$ cat config.mk
export PLATFORM = sky130hd
export DESIGN_NAME = bba_word_unit
export DESIGN_NICKNAME = d
export VERILOG_FILES = /design/src/hdl/block_bitmap_allocator_defines.svh /design/src/hdl/bba_pkg.sv /design/src/hdl/bba_word_unit.sv
export SDC_FILE = /design/constraint.sdc
export NUM_CORES = 1
export LEC_CHECK = 0
export BUFFER_PORTS_ARGS = -buffer_cell sky130_fd_sc_hd__buf_2
export CAP_MARGIN = 10
export CORE_MARGIN = 1
export CORE_UTILIZATION = 47
export DETAILED_ROUTE_END_ITERATION = 10
export GPL_TIMING_DRIVEN = 0
export PLACE_DENSITY = 0.9
export SETUP_SLACK_MARGIN = 0.15
export SYNTH_ARGS = -nofsm -noshare
export SYNTH_HDL_FRONTEND = slang
export SYNTH_SLANG_ARGS = --single-unit
$ cat constraint.sdc
create_clock -name vclk -period 2.8
set_input_delay 0.14 -clock vclk [all_inputs]
set_output_delay 0.14 -clock vclk [all_outputs]
set_load 0.005 [all_outputs]
$ cat src/hdl/block_bitmap_allocator_defines.svh
// ----------------------------------------------------------------------------
// Block bitmap allocator assertion macros
// Shared helpers for the concurrent checks of the allocator.
// ----------------------------------------------------------------------------
`ifndef BLOCK_BITMAP_ALLOCATOR_DEFINES_SVH
`define BLOCK_BITMAP_ALLOCATOR_DEFINES_SVH

// Property that must hold at every clock edge outside reset.
`define BBA_ASSERT(label, prop, msg) \
  label: assert property (@(posedge clk_i) disable iff (!rst_ni) (prop)) else $error(msg);

// Implication checked at every clock edge outside reset.
`define BBA_ASSERT_IMP(label, ante, cons, msg) \
  label: assert property (@(posedge clk_i) disable iff (!rst_ni) (ante) |-> (cons)) \
    else $error(msg);

`endif

$ cat src/hdl/bba_pkg.sv
// ----------------------------------------------------------------------------
// Block bitmap allocator package
// Widths, operation codes and shared types of the allocator.
// ----------------------------------------------------------------------------
package bba_pkg;

  localparam int StoreWords      = 128;
  localparam int WordBits        = 64;
  localparam int WordAddrW       = 7;
  localparam int BitSelW         = 6;
  localparam int IdxW            = 13;
  localparam int CntW            = 14;
  localparam int StoreBlocks     = 8192;
  localparam int DefBitmapBytes  = 1024;

  typedef enum logic [1:0] {
    OP_SET   = 2'd0,
    OP_CLEAR = 2'd1,
    OP_FIND  = 2'd2,
    OP_COUNT = 2'd3
  } op_e;

  // Result of the shared word unit for one bitmap word.
  typedef struct packed {
    logic                avail_any;
    logic [BitSelW-1:0]  first_bit;
    logic [WordBits-1:0] new_word;
    logic                changed;
  } word_res_t;

endpackage

$ cat src/hdl/bba_word_unit.sv
// ----------------------------------------------------------------------------
// Bitmap word unit
// Finds the lowest free bit of one word and computes set and clear updates.
// ----------------------------------------------------------------------------
module bba_word_unit (
  input  logic [bba_pkg::WordBits-1:0] word_i,
  input  logic [bba_pkg::WordBits-1:0] mask_i,
  input  logic [bba_pkg::BitSelW-1:0]  bit_sel_i,
  input  logic                         set_i,
  output bba_pkg::word_res_t           res_o
);

  logic [bba_pkg::WordBits-1:0] avail;
  logic [bba_pkg::WordBits-1:0] lowest;
  logic [bba_pkg::WordBits-1:0] bit_mask;
  logic [bba_pkg::BitSelW-1:0]  pos;

  // Isolate the lowest free bit, then encode its one-hot position.
  assign avail    = ~word_i & mask_i;
  assign lowest   = avail & (~avail + bba_pkg::WordBits'(1));
  assign bit_mask = bba_pkg::WordBits'(1) << bit_sel_i;

  always_comb begin
    pos = '0;
    for (int b = 0; b < bba_pkg::WordBits; b++) begin
      if (lowest[b]) begin
        pos = pos | bba_pkg::BitSelW'(b);
      end
    end
  end

  always_comb begin
    res_o.avail_any = |avail;
    res_o.first_bit = pos;
    if (set_i) begin
      res_o.new_word = word_i | bit_mask;
      res_o.changed  = ~word_i[bit_sel_i];
    end else begin
      res_o.new_word = word_i & ~bit_mask;
      res_o.changed  = word_i[bit_sel_i];
    end
  end

endmodule

# Word-level counts from Yosys, hierarchy flattened
# Cells that the tools add are included.
# W data, S select, Z words.
# totals
register_bits	0
output_inout_bits	72
inputBits	135
elab_cells	78
# op_classes
order_cmp	1
n_reduce_logical	1
bitwise	8
n_mux	66
add_sub_neg	1
shift	1
# ops
op	n
$and A64 B64 Y64	3
$mux W6	32
$not A64 Y64	3
$mux W5	16
$mux W65	1
$add A64 B1 Y64 const B	1
$or A64 B64 Y64	1
$reduce_or A64 Y1	1
$shl A1 B6 Y64 const A	1
$mux W4	8
$mux W3	4
$lt A6 B7 Y1 const B	1
$bmux W1 S6	1
$mux W2	2
$mux W1	2
$not A1 Y1	1

# Depth between registers and ports, before layout
# depth
ltp_word	68
mapped_depth	9
ltp_nobuf	8

# Worst setup path before layout
# Ideal clock, no wire load.
# synth_timing
path_kind	input port to output port
start	in bit_sel_i[1] (netlist bit)
end	out res_o[0] (netlist bit)
t_arrival_ns	2.060
required_time_ns	2.660
setup_slack_ns	0.600
path_stages	6
path_buffers	2
path_cell_list	clkbuf_1 clkbuf_1 mux4_1 mux4_2 mux4_2 xor2_1
# synth_lines
item	line_no	source
from (decl)	bba_word_unit.sv:8	input logic [bba_pkg::BitSelW-1:0] bit_sel_i,
to (decl)	bba_word_unit.sv:10	output bba_pkg::word_res_t res_o

==> flow_metrics.env <==
export IMPL_gp_congestion=1.04
export IMPL_grt_ovfl_total=0
export IMPL_clkbuf_count=0
export IMPL_dieArea_mm2=0.00797
export IMPL_core_region_area_mm2=0.00729
export IMPL_synth_area_per_cell_um2=7.24
export IMPL_drt_total_wl_mm=17.1
export IMPL_antenna_found_initial=2
export IMPL_status="finished clean"
export IMPL_ioPinCount=207
export IMPL_setup_viol=0
export IMPL_avgRoutedWirePerCell_um=21.2
export IMPL_die_x_um=89.3
export IMPL_post_detail_place_hpwl_mm=14.4
export IMPL_drt_initial_drc_count=346
export IMPL_required_ps=2660
export IMPL_nNetsFinal=842
export IMPL_start_kind="input pin"
export IMPL_critical_path_peak_fanout=8
export IMPL_pwr_share_seq_pct=0
export IMPL_synth_warning_count=0
export IMPL_period_needed_ps=2600
export IMPL_layout_cell_area_non_filler_mm2=0.00487
export IMPL_ys_types=58
export IMPL_power_switching_fraction_pct=54.4
export IMPL_area_overhead_vs_synth_pct=36.0
export IMPL_post_route_cells_drive_above_1_share_pct=44.8
export IMPL_leakage_uw=0.00206
export IMPL_final_hold_vio_count=0
export IMPL_seq_area_um2=0
export IMPL_max_freq_mhz=385
export IMPL_endpoint_kind="output pin"
export IMPL_period_share_pct=92.9
export IMPL_synth_net_count=629
export IMPL_syn_cell_area_mm2=0.00358
export IMPL_via_count_of_the_first_global_routing_pass=4539
export IMPL_placement_io_buffers=204
export IMPL_drt_vias_per_instance=6.34
export IMPL_grt_setup_unrepaired="false"
export IMPL_synth_area_top_cells="mux2_2 20%, nor2b_1 12%, mux4_1 12%"
export IMPL_floorplan_initialDensity_pct=49.1
export IMPL_share_clk_of_total_power_pct=0
export IMPL_synth_area_leader_cell="mux2_2"
export IMPL_count_of_standard_cell_rows=31
export IMPL_drv_cap=0
export IMPL_fp_dieH_um=89.3
export IMPL_slew_headroom_pct=51.7
export IMPL_grt_max_degree=11
export IMPL_critPathKind="input pin to output pin"
export IMPL_post_synth_top_area_fraction_pct=20.1
export IMPL_drc_errors=0
export IMPL_wire_length_of_the_first_global_routing_pass_mm=24.0
export IMPL_multiInputGateArea_mm2=0.00352
export IMPL_summed_negative_setup_slack_over_all_endpoints_ps=0
export IMPL_cp_data_arrival_time_ps=2460
export IMPL_fillCellCount=674
export IMPL_placed_area_mm2=0.00472
export IMPL_route_antenna_remaining_nets=0
export IMPL_seq_cell_count=0
export IMPL_final_max_slew_violation_count=0
export IMPL_via_count=5107
export IMPL_hold_buffers=0
export IMPL_switching_power_uw=367
export IMPL_ys_seq_area_share_pct=0
export IMPL_drt_pass1_iter_count=5
export IMPL_slew_worst_pin_ps=722
export IMPL_power_share_combinational_pct=100.0
export IMPL_ir_worst_vdd_mv=0.0722
export IMPL_internal_power_uw=307
export IMPL_syn_inst=494
export IMPL_gr_usage_all_layers_pct=40.5
export IMPL_finalCoreUtilization_pct=66.7
export IMPL_cellPowerDensity_mw_per_mm2=138
export IMPL_hold_path_class="input pin to output pin"
-- synth_stat cells (2+ instances only) --
cell / n
a21oi_1: 10
and2_1: 5
a31oi_1: 2
buf_2: 5
nand2_1: 70
nor3_2: 2
nor3_1: 27
o211ai_1: 4
nor3b_1: 2
or4_1: 2
o21ai_0: 14
buf_6: 2
mux4_2: 5
and3_1: 3
nand2_2: 2
nor2_1: 58
mux2_2: 64
nor4_1: 13
nand4_1: 10
nand3_1: 22
or2_2: 4
nor4_4: 4
nand3b_1: 6
clkbuf_1: 12
a21boi_0: 2
mux4_1: 16
inv_1: 3
a211oi_1: 3
nand4_2: 2
buf_4: 2
nand2b_1: 20
nor2b_1: 70
o22ai_1: 2
nor4_2: 2
-- cell usage in the layout, fill, tap and decap left out, types with 9 or more instances in the layout --
cell type	count
buf_2	210
mux2_2	64
o21ai_0	14
nor2b_1	70
mux4_1	16
nor3_1	24
a21oi_1	10
nor4_1	11
nand2b_1	20
clkbuf_1	10
nor2_1	58
nand4_1	10
nand2_1	69
buf_4	9
nand3_1	22
-- power groups by stage --
stage | Combinational, uW | Sequential, uW | Clock (uW)
2_1_floorplan | 355 | 0 | 0
3_3_place_gp | 620 | 0 | 0
3_5_place_dp | 629 | 0 | 0
4_1_cts | 643 | 0 | 0
5_1_grt | 712 | 0 | 0.0000955
6_report | 674 | 0 | 0.0000957
-- layout make-up --
| class | instances | share of cell area (%) |
|---|---|---|
| inverters | 3 | 0.231 |
| multi-input cells | 469 | 72.4 |
| repair buffers | 211 | 22.1 |
| diodes | 2 | 0.103 |
| well taps | 99 | 2.54 |
| plain buffers | 22 | 2.67 |
-- timing repair --
item,in CTS,in global routing
setup buffers,3,4
resized for setup,7,10
setup endpoints to repair,8,8
pin swaps,3,3
-- stage by stage --
stage               hold slack (ps)  std cells  setup WS (ps)  total power, uW
floorplan                       402        494            600              355
global placement                595        797          -72.2              620
detailed placement              599        797          -90.4              629
CTS                             606        800            115              643
global route                    613        806            120              712
finish                          607        806            200              674
-- cells by family (layout without fill, tap and decap cells) --
kind of cell,after synthesis,count (layout),synth area share [%]
other,0,2,0
buffers and inverters,25,236,3.88
xor gates and xnor gates,1,1,0.245
AOI/OAI and AO/OA,51,51,9.48
and+or+nand+nor,332,332,51.4
muxes,85,85,35.0
-- final timing paths --
| kind | startpoint | slack [ps] | cells after the start | endpoint |
|---|---|---|---|---|
| max | mask_i[8] | 200 | 11 | res_o[65] |
| min | word_i[1] | 610 | 3 | res_o[2] |
-- critical path: stages --
cell and delay [ps]:
buf_2 100, nor2b_1 170, nor3_1 410, nand4_4 280
nor4_4 330, buf_4 170, nand2_2 80, nor4b_4 420
nor3_1 130, nand4_1 110, buf_2 110
-- layer usage --
layer / GRT usage, % / wire length, um / part of all wire, % / vias to the layer above
met5: 0 / 0 / 0 / -
met4: 18.3 / 731 / 4.3 / 0
met3: 5.72 / 1560 / 9.1 / 78
met2: 66.7 / 8020 / 47 / 363
met1: 52.6 / 6780 / 40 / 2392
li1: - / - / - / 2274
No activity file was read; power rests on OpenSTA's default activity.
